### config.mk
export PLATFORM = sky130hd
export DESIGN_NAME = grid_tile_geometry
export DESIGN_NICKNAME = d
export VERILOG_FILES = /design/src/rtl/gtg_pkg.sv /design/src/rtl/gtg_grid.sv /design/src/rtl/gtg_size.sv /design/src/rtl/gtg_place.sv /design/src/rtl/grid_tile_geometry.sv
export SDC_FILE = /design/constraint.sdc
export NUM_CORES = 2
export LEC_CHECK = 0
export ABC_AREA = 0
export BUFFER_PORTS_ARGS = -buffer_cell sky130_fd_sc_hd__buf_2
export CAP_MARGIN = 25
export CORE_UTILIZATION = 35
export CTS_CLUSTER_SIZE = 16
export DETAILED_ROUTE_END_ITERATION = 10
export PLACE_DENSITY_LB_ADDON = 0.1
export SLEW_MARGIN = 10
export SYNTH_ARGS = -nofsm -noshare
export SYNTH_HDL_FRONTEND = slang
export SYNTH_HIERARCHICAL = 1
export SYNTH_SLANG_ARGS = --single-unit
export TNS_END_PERCENT = 30
### constraint.sdc
create_clock -name clk -period 9.1 [get_ports clk]
set_clock_uncertainty 0.1 [all_clocks]
set_input_delay 0.91 -clock clk [delete_from_list [all_inputs] [get_ports clk]]
set_output_delay 0.91 -clock clk [all_outputs]
set_load 0.05 [all_outputs]
### src/rtl/gtg_pkg.sv
// shared types, constants and reciprocal table for the grid tile geometry block
`default_nettype none
package gtg_pkg;

  localparam int DEF_MAX_WINDOWS = 64;
  localparam int RECIP_SHIFT     = 18;
  localparam int CFG_IDX_W       = 3;
  localparam int CFG_DATA_W      = 13;

  localparam logic [CFG_IDX_W-1:0] REG_SCREEN_W   = 3'd0;
  localparam logic [CFG_IDX_W-1:0] REG_SCREEN_H   = 3'd1;
  localparam logic [CFG_IDX_W-1:0] REG_TASKBAR_H  = 3'd2;
  localparam logic [CFG_IDX_W-1:0] REG_GAP        = 3'd3;
  localparam logic [CFG_IDX_W-1:0] REG_WIN_COUNT  = 3'd4;

  typedef struct packed {
    logic [12:0] scr_w;
    logic [12:0] scr_h;
    logic [12:0] bar_h;
    logic [7:0]  gap_pixels;
    logic [6:0]  win_cnt;
  } cfg_t;

  // grid dimensions and cell position of one request
  typedef struct packed {
    logic        ok;
    logic [3:0]  cols;
    logic [3:0]  rows;
    logic [3:0]  ri;
    logic [3:0]  ci;
    logic [3:0]  left;
    logic [14:0] numw;
    logic [14:0] numh;
  } grid_t;

  // cell sizes, last-row width still as a scaled product
  typedef struct packed {
    logic        ok;
    logic        last;
    logic [3:0]  ri;
    logic [3:0]  ci;
    logic [14:0] cw;
    logic [14:0] rh;
    logic [31:0] pwl;
    logic        wl_neg;
  } size_t;

  // ceil(2^18 / d), exact truncating division for dividends below 2^14
  function automatic logic [18:0] recip(input logic [3:0] d);
    logic [18:0] r;
    case (d)
      4'd1:    r = 19'd262144;
      4'd2:    r = 19'd131072;
      4'd3:    r = 19'd87382;
      4'd4:    r = 19'd65536;
      4'd5:    r = 19'd52429;
      4'd6:    r = 19'd43691;
      4'd7:    r = 19'd37450;
      4'd8:    r = 19'd32768;
      4'd9:    r = 19'd29128;
      4'd10:   r = 19'd26215;
      4'd11:   r = 19'd23832;
      4'd12:   r = 19'd21846;
      4'd13:   r = 19'd20165;
      4'd14:   r = 19'd18725;
      4'd15:   r = 19'd17477;
      default: r = 19'd0;
    endcase
    return r;
  endfunction

  // magnitude of a 15-bit two's complement value
  function automatic logic [13:0] mag15(input logic [14:0] v);
    logic [14:0] n;
    n = v[14] ? (15'd0 - v) : v;
    return n[13:0];
  endfunction

endpackage
`default_nettype wire

### src/rtl/gtg_grid.sv
// grid front end: column count, rows, cell position and size numerators
`default_nettype none
module gtg_grid
  import gtg_pkg::*;
#(
  parameter int MAX_WINDOWS = DEF_MAX_WINDOWS
) (
  input  wire logic       clk,
  input  wire logic       rst_n,
  input  wire logic       up_valid,
  output logic            up_ready,
  input  wire logic [7:0] idx,
  input  wire cfg_t       cfg,
  input  wire logic       dn_ready,
  output logic            dn_valid,
  output grid_t           dn
);

  logic        v1_r, v2_r, v3_r;
  logic        en1, en2, en3;
  logic [7:0]  idx1_r, idx2_r;
  logic [6:0]  n1_r, n2_r;
  logic [3:0]  cols1_r, cols2_r;
  logic        ok1_r, ok2_r;
  logic [31:0] prows2_r, pri2_r;
  logic [14:0] numw2_r;
  grid_t       g3_r;

  logic [6:0]  n_sat;
  logic [3:0]  cols_nxt;
  logic [3:0]  rows_c, ri_c;
  logic [7:0]  rc_prod;
  logic [12:0] gh_c;
  logic [14:0] usable_c;
  grid_t       g3_nxt;

  assign en3      = !v3_r || dn_ready;
  assign en2      = !v2_r || en3;
  assign en1      = !v1_r || en2;
  assign up_ready = en1;
  assign dn_valid = v3_r;
  assign dn       = g3_r;

  // saturated count and ceil(sqrt(n))
  always_comb begin
    if (int'(cfg.win_cnt) > MAX_WINDOWS) n_sat = 7'(MAX_WINDOWS);
    else n_sat = cfg.win_cnt;
    cols_nxt = 4'd1;
    for (int k = 1; k < 12; k++) begin
      if (k * k < int'(n_sat)) cols_nxt = cols_nxt + 4'd1;
    end
  end

  always_comb begin
    rows_c = prows2_r[RECIP_SHIFT+3:RECIP_SHIFT];
    ri_c   = pri2_r[RECIP_SHIFT+3:RECIP_SHIFT];
    rc_prod = ri_c * cols2_r;
    gh_c = 13'({5'd0, cfg.gap_pixels} * ({9'd0, rows_c} + 13'd1));
    usable_c = {2'b0, cfg.scr_h} - {2'b0, cfg.bar_h};
    g3_nxt.ok   = ok2_r;
    g3_nxt.cols = cols2_r;
    g3_nxt.rows = rows_c;
    g3_nxt.ri   = ri_c;
    g3_nxt.ci   = 4'(idx2_r - rc_prod);
    g3_nxt.left = 4'(n2_r - 7'(rc_prod));
    g3_nxt.numw = numw2_r;
    g3_nxt.numh = usable_c - {2'b0, gh_c};
  end

  always_ff @(posedge clk) begin
    if (!rst_n) begin
      v1_r <= 1'b0;
      v2_r <= 1'b0;
      v3_r <= 1'b0;
    end else begin
      if (en1) v1_r <= up_valid;
      if (en2) v2_r <= v1_r;
      if (en3) v3_r <= v2_r;
    end
  end

  always_ff @(posedge clk) begin
    if (en1) begin
      idx1_r  <= idx;
      n1_r    <= n_sat;
      cols1_r <= cols_nxt;
      ok1_r   <= (n_sat != 7'd0) && (idx < {1'b0, n_sat});
    end
    if (en2) begin
      idx2_r   <= idx1_r;
      n2_r     <= n1_r;
      cols2_r  <= cols1_r;
      ok2_r    <= ok1_r;
      prows2_r <= 32'({1'b0, n1_r} + {4'd0, cols1_r} - 8'd1) * 32'(recip(cols1_r));
      pri2_r   <= 32'(idx1_r) * 32'(recip(cols1_r));
      numw2_r  <= {2'b0, cfg.scr_w}
                  - {2'b0, 13'({5'd0, cfg.gap_pixels} * ({9'd0, cols1_r} + 13'd1))};
    end
    if (en3) g3_r <= g3_nxt;
  end

endmodule
`default_nettype wire

### src/rtl/gtg_size.sv
// cell size stages: truncating divisions of the size numerators
`default_nettype none
module gtg_size
  import gtg_pkg::*;
(
  input  wire logic  clk,
  input  wire logic  rst_n,
  input  wire logic  up_valid,
  output logic       up_ready,
  input  wire grid_t g,
  input  wire cfg_t  cfg,
  input  wire logic  dn_ready,
  output logic       dn_valid,
  output size_t      dn
);

  logic        v4_r, v5_r;
  logic        en4, en5;
  logic        ok4_r, last4_r, wneg4_r, hneg4_r;
  logic [3:0]  ri4_r, ci4_r, left4_r;
  logic [31:0] pw4_r, ph4_r;
  logic [14:0] numwl4_r;
  size_t       s5_r;
  size_t       s5_nxt;
  logic [14:0] qw, qh;

  assign en5      = !v5_r || dn_ready;
  assign en4      = !v4_r || en5;
  assign up_ready = en4;
  assign dn_valid = v5_r;
  assign dn       = s5_r;

  always_comb begin
    qw = {1'b0, pw4_r[RECIP_SHIFT+13:RECIP_SHIFT]};
    qh = {1'b0, ph4_r[RECIP_SHIFT+13:RECIP_SHIFT]};
    s5_nxt.ok     = ok4_r;
    s5_nxt.last   = last4_r;
    s5_nxt.ri     = ri4_r;
    s5_nxt.ci     = ci4_r;
    s5_nxt.cw     = wneg4_r ? (15'd0 - qw) : qw;
    s5_nxt.rh     = hneg4_r ? (15'd0 - qh) : qh;
    s5_nxt.pwl    = 32'(mag15(numwl4_r)) * 32'(recip(left4_r));
    s5_nxt.wl_neg = numwl4_r[14];
  end

  always_ff @(posedge clk) begin
    if (!rst_n) begin
      v4_r <= 1'b0;
      v5_r <= 1'b0;
    end else begin
      if (en4) v4_r <= up_valid;
      if (en5) v5_r <= v4_r;
    end
  end

  always_ff @(posedge clk) begin
    if (en4) begin
      ok4_r    <= g.ok;
      last4_r  <= (g.ri == g.rows - 4'd1) && (g.left < g.cols);
      ri4_r    <= g.ri;
      ci4_r    <= g.ci;
      left4_r  <= g.left;
      wneg4_r  <= g.numw[14];
      hneg4_r  <= g.numh[14];
      pw4_r    <= 32'(mag15(g.numw)) * 32'(recip(g.cols));
      ph4_r    <= 32'(mag15(g.numh)) * 32'(recip(g.rows));
      numwl4_r <= {2'b0, cfg.scr_w}
                  - {2'b0, 13'({5'd0, cfg.gap_pixels} * ({9'd0, g.left} + 13'd1))};
    end
    if (en5) s5_r <= s5_nxt;
  end

endmodule
`default_nettype wire

### src/rtl/gtg_place.sv
// placement stages: last-row widening, window origin and output register
`default_nettype none
module gtg_place
  import gtg_pkg::*;
(
  input  wire logic  clk,
  input  wire logic  rst_n,
  input  wire logic  up_valid,
  output logic       up_ready,
  input  wire size_t s,
  input  wire cfg_t  cfg,
  input  wire logic  dn_stall,
  output logic       dn_valid,
  output logic [16:0] x,
  output logic [16:0] y,
  output logic [16:0] w,
  output logic [16:0] h,
  output logic       ok
);

  logic        v6_r, v7_r;
  logic        en6, en7;
  logic        ok6_r;
  logic [3:0]  ri6_r, ci6_r;
  logic [16:0] cw6_r, rh6_r;
  logic [16:0] x7_r, y7_r, w7_r, h7_r;
  logic        ok7_r;
  logic [14:0] ql, cwl, cwf;
  logic [16:0] gap17, tx, ty;

  assign en7      = !v7_r || !dn_stall;
  assign en6      = !v6_r || en7;
  assign up_ready = en6;
  assign dn_valid = v7_r;
  assign x  = x7_r;
  assign y  = y7_r;
  assign w  = w7_r;
  assign h  = h7_r;
  assign ok = ok7_r;

  always_comb begin
    ql  = {1'b0, s.pwl[RECIP_SHIFT+13:RECIP_SHIFT]};
    cwl = s.wl_neg ? (15'd0 - ql) : ql;
    cwf = s.last ? cwl : s.cw;
    gap17 = {9'd0, cfg.gap_pixels};
    tx = cw6_r + gap17;
    ty = rh6_r + gap17;
  end

  always_ff @(posedge clk) begin
    if (!rst_n) begin
      v6_r <= 1'b0;
      v7_r <= 1'b0;
    end else begin
      if (en6) v6_r <= up_valid;
      if (en7) v7_r <= v6_r;
    end
  end

  always_ff @(posedge clk) begin
    if (en6) begin
      ok6_r <= s.ok;
      ri6_r <= s.ri;
      ci6_r <= s.ci;
      cw6_r <= {{2{cwf[14]}}, cwf};
      rh6_r <= {{2{s.rh[14]}}, s.rh};
    end
    if (en7) begin
      ok7_r <= ok6_r;
      if (ok6_r) begin
        x7_r <= gap17 + 17'(17'(ci6_r) * tx);
        y7_r <= gap17 + 17'(17'(ri6_r) * ty);
        w7_r <= cw6_r;
        h7_r <= rh6_r;
      end else begin
        x7_r <= 17'd0;
        y7_r <= 17'd0;
        w7_r <= 17'd0;
        h7_r <= 17'd0;
      end
    end
  end

endmodule
`default_nettype wire

### src/rtl/grid_tile_geometry.sv
// grid tile geometry: top level with configuration registers and pipeline
// usage
//   in_valid/in_stall/in_window_index: one request per window index
//   out_valid/out_stall/out_win_*: rectangle of that window in the grid,
//   index_valid low and all-zero rectangle for an index beyond the count
//   cfg_we/cfg_index/cfg_data: register writes; the user, not the block,
//   keeps them to no request in flight; indexes beyond the list dropped
// pipeline and throughput
//   seven register stages lie between a taken request and its out_valid;
//   one request per cycle while out_stall is low, set by the pipelined
//   reciprocal multipliers that stand in for the column, row and size
//   divisions
// reset
//   synchronous, active low; empties the pipeline and loads the default
//   1920x1080 screen, 40 pixel taskbar, 8 pixel gap and zero windows
// stall
//   a stalled result holds; stages behind it keep filling bubbles, so
//   in_stall rises only once every stage holds a request
`default_nettype none
module grid_tile_geometry
  import gtg_pkg::*;
#(
  parameter int MAX_WINDOWS = DEF_MAX_WINDOWS
) (
  input  wire logic                  clk,
  input  wire logic                  rst_n,
  input  wire logic                  in_valid,
  output logic                       in_stall,
  input  wire logic [7:0]            in_window_index,
  output logic                       out_valid,
  input  wire logic                  out_stall,
  output logic signed [16:0]         out_win_x,
  output logic signed [16:0]         out_win_y,
  output logic signed [16:0]         out_win_width,
  output logic signed [16:0]         out_win_height,
  output logic                       out_index_valid,
  input  wire logic                  cfg_we,
  input  wire logic [CFG_IDX_W-1:0]  cfg_index,
  input  wire logic [CFG_DATA_W-1:0] cfg_data
);

  cfg_t  cfg_r;
  logic  up_ready;
  logic  g_valid, g_ready;
  grid_t g;
  logic  s_valid, s_ready;
  size_t s;
  logic [16:0] px, py, pw, ph;

  assign in_stall = !up_ready;

  // configuration registers
  always_ff @(posedge clk) begin
    if (!rst_n) begin
      cfg_r.scr_w      <= 13'd1920;
      cfg_r.scr_h      <= 13'd1080;
      cfg_r.bar_h      <= 13'd40;
      cfg_r.gap_pixels <= 8'd8;
      cfg_r.win_cnt    <= 7'd0;
    end else if (cfg_we) begin
      case (cfg_index)
        REG_SCREEN_W:  cfg_r.scr_w      <= cfg_data;
        REG_SCREEN_H:  cfg_r.scr_h      <= cfg_data;
        REG_TASKBAR_H: cfg_r.bar_h      <= cfg_data;
        REG_GAP:       cfg_r.gap_pixels <= cfg_data[7:0];
        REG_WIN_COUNT: cfg_r.win_cnt    <= cfg_data[6:0];
        default: ;
      endcase
    end
  end

  // stages 1-3: columns, rows, cell position, size numerators
  gtg_grid #(.MAX_WINDOWS(MAX_WINDOWS)) u_grid (
    .clk      (clk),
    .rst_n    (rst_n),
    .up_valid (in_valid),
    .up_ready (up_ready),
    .idx      (in_window_index),
    .cfg      (cfg_r),
    .dn_ready (g_ready),
    .dn_valid (g_valid),
    .dn       (g)
  );

  // stages 4-5: cell width and row height
  gtg_size u_size (
    .clk      (clk),
    .rst_n    (rst_n),
    .up_valid (g_valid),
    .up_ready (g_ready),
    .g        (g),
    .cfg      (cfg_r),
    .dn_ready (s_ready),
    .dn_valid (s_valid),
    .dn       (s)
  );

  // stages 6-7: short last row widening, origin, output register
  gtg_place u_place (
    .clk      (clk),
    .rst_n    (rst_n),
    .up_valid (s_valid),
    .up_ready (s_ready),
    .s        (s),
    .cfg      (cfg_r),
    .dn_stall (out_stall),
    .dn_valid (out_valid),
    .x        (px),
    .y        (py),
    .w        (pw),
    .h        (ph),
    .ok       (out_index_valid)
  );

  assign out_win_x      = $signed(px);
  assign out_win_y      = $signed(py);
  assign out_win_width  = $signed(pw);
  assign out_win_height = $signed(ph);

endmodule
`default_nettype wire
==> qor.txt <==
fin util - 38.3%
share of layout cells above drive strength 1 - 6.20%
GRT Overall Usage - 19.8%
Die ar. - 175000 µm²
area of the core - 172000 µm²
Tcrit/Tclk final - 90.6%
Area growth syn-to-layout - 8.64%
endpoints failing hold - 0
Slew Viols, Final - 0
CP endpoint - u_size/pw4_r[24]
clock sink count - 421
hold slack - 0.316 ns
Mapped Cells - 6343
post-CTS setup buffer count - 0
Reg-to-Reg End - u_size/pw4_r[24]
HP Class - reg -> reg
dpl hpwl - 136000 µm
critical path's most frequent cell - fa_1
Clk Tree Root Cell - clkbuf_16
initial antenna violation count - 8
gpl congestion - 0.881
CTS buffer count - 48
critical path startpoint - u_grid/dn[15]
fmax - 121 MHz
final setup vio count - 0
RSZ-0062 raised after global routing - no
via count - 42400
Worst EP arrival - 8.53 ns
CTS tree - done
Syn. warnings - 6
Nets - 7964
Slew headroom - 31.1%
die width - 418 µm
most frequent cells in the layout - 1123 x inv_1, 944 x fa_1, 895 x nand2_1
Vias per Instance - 4.84
worst-skew pair later-pin latency - 0.64 ns
Mapped Area - 60700 µm²
Die Ht - 418 µm
CP startpoint kind - flop
Worst EP required - 9.39 ns
final WL - 170000 µm
crit path kind - reg -> reg
Crit Reg-Reg Startpoint - u_grid/dn[15]
vias in the first global route - 44400
area of the multi-input gates - 44000 µm²
largest net degree at the start of global routing - 67
I/O pin cnt - 100
FP Rows - 152
syn_nets - 7895
Register-to-Register Path Depth - 27
count of input and output buffers - 99
Inst Count DP - 8670
routed len/inst - 19.4 µm
Worst Tran Pin Value - 1.03 ns
Layout fillers - 17500
register area - 11700 µm²
Setup TNS - 0 ns
Final Non-Filler Cells - 8766
DRC viols - 0
Worst Setup End Kind - flop
first-pass GRT wire length - 267000 µm
hold buffer count at cts - 0
Clock transition at path regs - 0.07 ns
worst reg2reg setup slack - 0.86 ns
slowest stage cell on the critical path - edfxtp_1
Max-Cap Viols - 0
Detail Route Antenna Nets - 0
Starting Density - 35.3%
CP peak stage delay - 0.62 ns
Pre-Repair DR Iteration Count - 5
Initial DRC Count - 2286
clk buf depth - 3
crit path time final - 8.24 ns
commonest non-fill, non-tap cell in the layout - inv_1
CP max FO - 14
GRT overflow - 0
CTS resizes - 0
status - completed
Syn Area/Cell - 9.57 µm²
H-tree level count - 2
[final cells by class]
type	count	area share (%)
antenna	4	0.0152
clock buffer	73	2.14
multi-input combinational	4587	66.8
clock inverter	17	0.361
timing repair buffer	227	2.24
tap	2310	4.38
inverter	1127	6.42
sequential	421	17.7
[how the worst min path moves through the flow]
stage	startpoint	end	slack, ns	cells after the start
CTS	u_size/dn[47]	u_place/rh6_r[14]	0.32	0
finish	u_size/dn[47]	u_place/rh6_r[14]	0.32	0
global placement	u_grid/ok2_r	u_grid/dn[50]	0.30	0
detailed placement	u_size/dn[41]	u_place/rh6_r[8]	0.30	0
floorplan	u_grid/numw2_r[0]	u_grid/dn[15]	0.30	0
global route	u_size/dn[67]	u_place/ri6_r[0]	0.32	0
[routing by layer]
metal  global-route usage [%]  up-vias  part of all wire, %
li1                         -    20100                    -
met3                     1.65      115                  2.9
met5                        0        -                    0
met4                     2.92        0                  1.3
met1                     28.2    21600                   48
met2                     33.2      603                   47
[metrics by stage]
stage | worst slack [ns] | instance area, µm²
4_1_cts | 0.834 | 65900
3_5_place_dp | 0.878 | 64200
6_report | 0.857 | 65900
2_1_floorplan | 1.37 | 60700
5_1_grt | 0.437 | 65900
3_3_place_gp | 0.898 | 64200
[worst max-delay path, delay by kind of cell, from the launching register on]
family	cells	cell delay, ns
AO/OA/AOI/OAI	8	2.11
XOR/XNOR	2	0.54
adder cells (fa/ha/maj)	8	3.50
buffers and inverters	5	0.52
flip-flops	1	0.62
AND/OR/NAND/NOR	4	0.61
[registers in the layout, indices dropped and copies added (netlist names), 7 cells and up, named ones only]
register and count:
u_place/w 15, u_place/y 17, u_size/ph4_r 14, cfg_r 54
u_place/rh6_r 15, u_size/dn 55, u_grid/idx1_r 8, u_grid/numw2_r 14
u_place/x 17, u_place/h 15, u_size/pw4_r 14, u_grid/n1_r 7
u_size/numwl4_r 14, u_grid/dn 50, u_place/cw6_r 15
Power is left out: the tool's default activity adds up to more than one toggle a clock period on the data nets, which glitch-free logic cannot reach.
